===== src/sv/tcw_pkg.sv =====
// types, codes and constants shared by the text console character writer
// no dependencies
`default_nettype none

package tcw_pkg;

   localparam logic [1:0] OP_PUT   = 2'd0;
   localparam logic [1:0] OP_READ  = 2'd1;
   localparam logic [1:0] OP_CLEAR = 2'd2;

   localparam logic [7:0] CH_BACKSPACE = 8'd8;
   localparam logic [7:0] CH_NEWLINE   = 8'd10;
   localparam logic [7:0] CH_RETURN    = 8'd13;

   localparam logic [15:0] BLANK_CELL = 16'h0720;
   localparam logic [7:0]  TEXT_ATTR  = 8'h07;

   localparam int POS_WIDTH = 11;

   typedef struct packed {
      logic [1:0] opcode;
      logic [7:0] char_code;
      logic [4:0] read_row;
      logic [6:0] read_col;
   } tcw_req_type;

   typedef struct packed {
      logic [POS_WIDTH-1:0] cursor_position;
      logic [15:0]          cell_value;
      logic                 scrolled;
   } tcw_rsp_type;

   typedef enum logic [2:0] {
      ST_BOOT,
      ST_BOOT_SWEEP,
      ST_BOOT_DRAIN,
      ST_IDLE,
      ST_EXEC,
      ST_SWEEP,
      ST_DRAIN,
      ST_DONE
   } tcw_state_type;

   typedef struct packed {
      logic capture;
      logic exec;
      logic boot_start;
      logic sweep;
      logic load_rsp;
   } tcw_cmd_type;

   typedef struct packed {
      logic go_sweep;
      logic sweep_last;
      logic rsp_busy;
   } tcw_sts_type;

endpackage

`default_nettype wire


===== src/sv/tcw_ctrl.sv =====
// controller state machine of the text console character writer
// depends on tcw_pkg
`default_nettype none

module tcw_ctrl (
   input  wire logic                 clock,
   input  wire logic                 reset,
   input  wire logic                 req_valid,
   output logic                      req_ready,
   input  wire tcw_pkg::tcw_sts_type sts,
   output tcw_pkg::tcw_cmd_type      cmd
);

   tcw_pkg::tcw_state_type state_ff;
   tcw_pkg::tcw_state_type state_in;

   always_ff @(posedge clock) begin
      if (reset) begin
         state_ff <= tcw_pkg::ST_BOOT;
      end else begin
         state_ff <= state_in;
      end
   end

   always_comb begin
      state_in = state_ff;
      unique case (state_ff)
         tcw_pkg::ST_BOOT: begin
            state_in = tcw_pkg::ST_BOOT_SWEEP;
         end
         tcw_pkg::ST_BOOT_SWEEP: begin
            if (sts.sweep_last) state_in = tcw_pkg::ST_BOOT_DRAIN;
         end
         tcw_pkg::ST_BOOT_DRAIN: begin
            state_in = tcw_pkg::ST_IDLE;
         end
         tcw_pkg::ST_IDLE: begin
            if (req_valid) state_in = tcw_pkg::ST_EXEC;
         end
         tcw_pkg::ST_EXEC: begin
            state_in = sts.go_sweep ? tcw_pkg::ST_SWEEP : tcw_pkg::ST_DONE;
         end
         tcw_pkg::ST_SWEEP: begin
            if (sts.sweep_last) state_in = tcw_pkg::ST_DRAIN;
         end
         tcw_pkg::ST_DRAIN: begin
            state_in = tcw_pkg::ST_DONE;
         end
         tcw_pkg::ST_DONE: begin
            if (!sts.rsp_busy) state_in = tcw_pkg::ST_IDLE;
         end
         default: begin
            state_in = tcw_pkg::ST_BOOT;
         end
      endcase
   end

   always_comb begin
      cmd       = '0;
      req_ready = 1'b0;
      unique case (state_ff)
         tcw_pkg::ST_BOOT: begin
            cmd.boot_start = 1'b1;
         end
         tcw_pkg::ST_BOOT_SWEEP, tcw_pkg::ST_SWEEP: begin
            cmd.sweep = 1'b1;
         end
         tcw_pkg::ST_IDLE: begin
            req_ready   = 1'b1;
            cmd.capture = req_valid;
         end
         tcw_pkg::ST_EXEC: begin
            cmd.exec = 1'b1;
         end
         tcw_pkg::ST_DONE: begin
            cmd.load_rsp = !sts.rsp_busy;
         end
         default: begin
            cmd = '0;
         end
      endcase
   end

endmodule

`default_nettype wire


===== config.mk =====
export PLATFORM = sky130hd
export DESIGN_NAME = tcw_ctrl
export DESIGN_NICKNAME = d
export VERILOG_FILES = /design/src/sv/tcw_pkg.sv /design/src/sv/tcw_ctrl.sv
export SDC_FILE = /design/constraint.sdc
export NUM_CORES = 1
export LEC_CHECK = 0
export BUFFER_PORTS_ARGS = -buffer_cell sky130_fd_sc_hd__buf_4
export CORE_AREA = 2 2 39 41
export CTS_CLUSTER_DIAMETER = 120
export DETAILED_ROUTE_END_ITERATION = 6
export DIE_AREA = 0 0 41 43
export GPL_TIMING_DRIVEN = 0
export PLACE_DENSITY = 0.3
export SLEW_MARGIN = 20
export SYNTH_ARGS = -nofsm -noshare
export SYNTH_HDL_FRONTEND = slang
export SYNTH_SLANG_ARGS = --single-unit
export TNS_END_PERCENT = 5

===== constraint.sdc =====
create_clock -name clock -period 1.2 [get_ports clock]
set_clock_uncertainty 0.2 [all_clocks]
set_input_delay 0.18 -clock clock [delete_from_list [all_inputs] [get_ports clock]]
set_output_delay 0.18 -clock clock [all_outputs]
set_load 0.01 [all_outputs]

==> out/qor.log <==
qor: die.ios 12
qor: run.drv_cap 0
qor: detailed_routing.drt-vias-per-instance 4.08
qor: worst_setup_path.critPathArrivalTime 1.02 ns
qor: layout.max_reg_flops 3
qor: yosys.synthDominantCellAreaShare 36.9%
qor: cts.clkLatencyLatePin 0.23 ns
qor: timing.timing.final.ws_setup -0.200 ns
qor: cts.cts_tree done
qor: yosys.netlist_top_cells_area dfxtp_1, and4b_1, a211oi_2, buf_6, nor3_1
qor: yosys.synth_sequential_area_ratio 36.9%
qor: detailed_routing.detail_route.first_pass.iterations 3
qor: worst_setup_path.worst_r2r_startpoint state_ff[0]
qor: yosys.postSynthCellCount 17
qor: yosys.post_synth_edffs 0
qor: die.floorplan.die.width 41 um
qor: cts.number_of_buffers_created_by_cts 3
qor: detailed_routing.number_of_routed_nets_with_antenna_violations 0
qor: worst_hold_path.min_to state_ff[1]
qor: layout.total_area_of_multi_input_combinational_cells 109 um2
qor: yosys.synth.cells.most_frequent dfxtp_1, and4b_1, nor3_1
qor: global_route.grt_antenna_before_repair 0
qor: cts.ctsRootBufferMaster clkbuf_4
qor: layout.largest-register state_ff
qor: layout.ant_diodes 0
qor: power.power.static_leakage 0.158 nW
qor: cts.h-tree-depth 1
qor: worst_hold_path.hold-path-cell-count 3
qor: yosys.synthesis.area 163 um2
qor: layout.largest_regs state_ff (3)
qor: layout.fraction_of_layout_instances_using_a_drive_strength_above_1 69.4%
qor: detailed_routing.num_vias 212
qor: worst_setup_path.worst_r2r_endpoint state_ff[1]
qor: worst_setup_path.critical_path_peak_fanout 5
qor: cts.cts.clk_slew.worst_paths 0.04 ns
qor: layout.final_nets 43
qor: timing.rsz0062_at_grt true
qor: timing.max_slew.worst_pin.slew 0.157 ns
qor: global_route.groute.usage.overall 7.21%
qor: die.fp.dieArea 0.00176 mm2
qor: detailed_routing.drt_drc_violations_left 0
qor: timing.slew_headroom 89.5%
qor: worst_setup_path.worst-r2r-setup-slack -0.08 ns
qor: worst_setup_path.nature_of_the_critical_path_endpoint primary output
qor: yosys.post-synth-top-count-cell dfxtp_1
qor: run_status.outcome finished, violations left
qor: place.number_of_buffers_added_on_ports 11
qor: die.std_cell_rows 14
qor: yosys.yosys.cell_types.count 13
qor: worst_setup_path.reg2reg_depth 3
qor: worst_setup_path.critical_path.startpoint_type flip-flop
qor: worst_setup_path.cp.required 0.82 ns
qor: cts.cts.sinks 3
qor: global_route.first_global_vias 211
qor: cts.max-clock-path-buffers 2
qor: worst_setup_path.critical_setup_path_class flip-flop to primary output
qor: yosys.synth.net_count 23
qor: worst_setup_path.startpoint state_ff[0]
qor: layout.area_growth 116%
qor: timing.final.min_clock_period 1.40 ns
qor: yosys.postSynth.topFlopCell dfxtp_1
qor: yosys.syn_avg_cell_area 9.57 um2
qor: detailed_routing.wl 562 um
qor: place.gpl.final_weighted_congestion 0.647
qor: power.peakVddDrop 0.173 mV
qor: global_route.grt_pass1_wl 821 um
qor: worst_hold_path.min_from sts[2]
qor: layout.seq_area 66.3 um2
qor: global_route.grt_max_degree 9
qor: yosys.postSynthRegisterBits 3
qor: yosys.leading_area_contributor_after_synthesis dfxtp_1
qor: timing.setup-tns-final -1.00 ns
qor: yosys.yosysWarnings 0
qor: die.floorplan.core_area 0.00138 mm2
qor: timing.timing.final.max_slew_violations 0
qor: power.power_density 1090 mW/mm2
qor: die.floorplan.die.height 43 um
qor: layout.fill_cells 156
qor: worst_hold_path.holdCritPathClass input port to flip-flop
qor: detailed_routing.wl_per_cell 10.8 um
qor: power.power 0.000385 W
qor: detailed_routing.drt_first_iter_violations 2
qor: timing.final-setup-viol-count 8
qor: timing.hold_viol_final 0
qor: global_route.grt_remaining_overflow 0
qor: timing.post-route-period-util 117%
qor: timing.highest_clock_frequency_the_design_can_meet 714 MHz
qor: run_status.violations setup timing
qor: die.initial_core_util 11.8%
qor: yosys.synth-async-reset-ratio 0%
critical path, stage by stage (launching register included):
cell and delay (ns):
dfxtp_2 0.33, buf_6 0.11, and4b_1 0.23, buf_6 0.12
what timing repair did:
| item | CTS | global route |
|---|---|---|
| hold buffers | 2 | 0 |
| gates resized for setup | 4 | 5 |
| setup buffers | 1 | 0 |
| endpoints found under the hold margin | 3 | 0 |
| setup endpoints to repair | 8 | 8 |
| pin swaps | 1 | 2 |
| cloned | 1 | 0 |
report_power, final:
part	leakage, nW	switching, W	total [W]	internal (W)
clock network	0.0150	0.0000570	0.000182	0.000125
registers	0.0260	0.0000111	0.000119	0.000108
logic	0.117	0.0000334	0.0000839	0.0000506
total	0.158	0.000101	0.000385	0.000284
layer usage:
metal | vias to the layer above | part of all wire (%) | global-route usage, %
met3 | 0 | 7.5 | 1.57
met4 | 0 | 0 | 8.00
met2 | 11 | 43 | 7.81
li1 | 103 | - | -
met5 | - | 0 | 0
met1 | 98 | 50 | 10.2
stage by stage:
step	util [%]	hold slack, ns	instances	worst slack [ns]	cell area (um2)
global placement	19.2	0.180	44	-0.0738	265
finish	25.4	0.0148	52	-0.200	352
detailed placement	19.2	0.172	44	-0.0459	265
floorplan	-	0.0528	17	0.00651	163
global route	25.4	0.0123	52	-0.246	352
CTS	24.1	0.00585	52	-0.206	333
worst max path at each step:
| stage | endpoint | slack [ns] | cells past startpoint |
|---|---|---|---|
| 2_1_floorplan | state_ff[1] | 0.007 | 3 |
| 6_report | cmd[4] | -0.20 | 3 |
| 3_3_place_gp | state_ff[1] | -0.07 | 2 |
| 4_1_cts | cmd[4] | -0.21 | 3 |
| 5_1_grt | cmd[4] | -0.25 | 3 |
| 3_5_place_dp | cmd[4] | -0.05 | 2 |
area by class of cell:
class,instances,area share [%]
Buffer,1,3.20
Tap cell,16,5.69
Timing Repair Buffer,15,33.8
Clock buffer,4,7.47
Multi-Input combinational cell,13,31.0
Sequential cell,3,18.9
cell usage in the layout (no fill, tap or decap):
cell type	instances
dlygate4sd3_1	2
dfxtp_4	1
nor3b_2	1
or3b_1	1
a21oi_1	1
nor2b_2	1
dfxtp_2	2
a31oi_1	1
clkbuf_1	1
buf_2	1
nor3_1	1
nand2_1	1
buf_6	2
a211oi_2	2
nor2_1	1
buf_4	11
and4b_1	2
clkbuf_4	3
nor3_2	1
cells by family after synthesis:
family	Yosys count	synth area share (%)
buffers and inverters	1	6.92
and+or+nand+nor	9	36.9
AOI/OAI and AO/OA	4	19.2
DFF	3	36.9
Note: power is estimated with default switching activity, not from simulation.
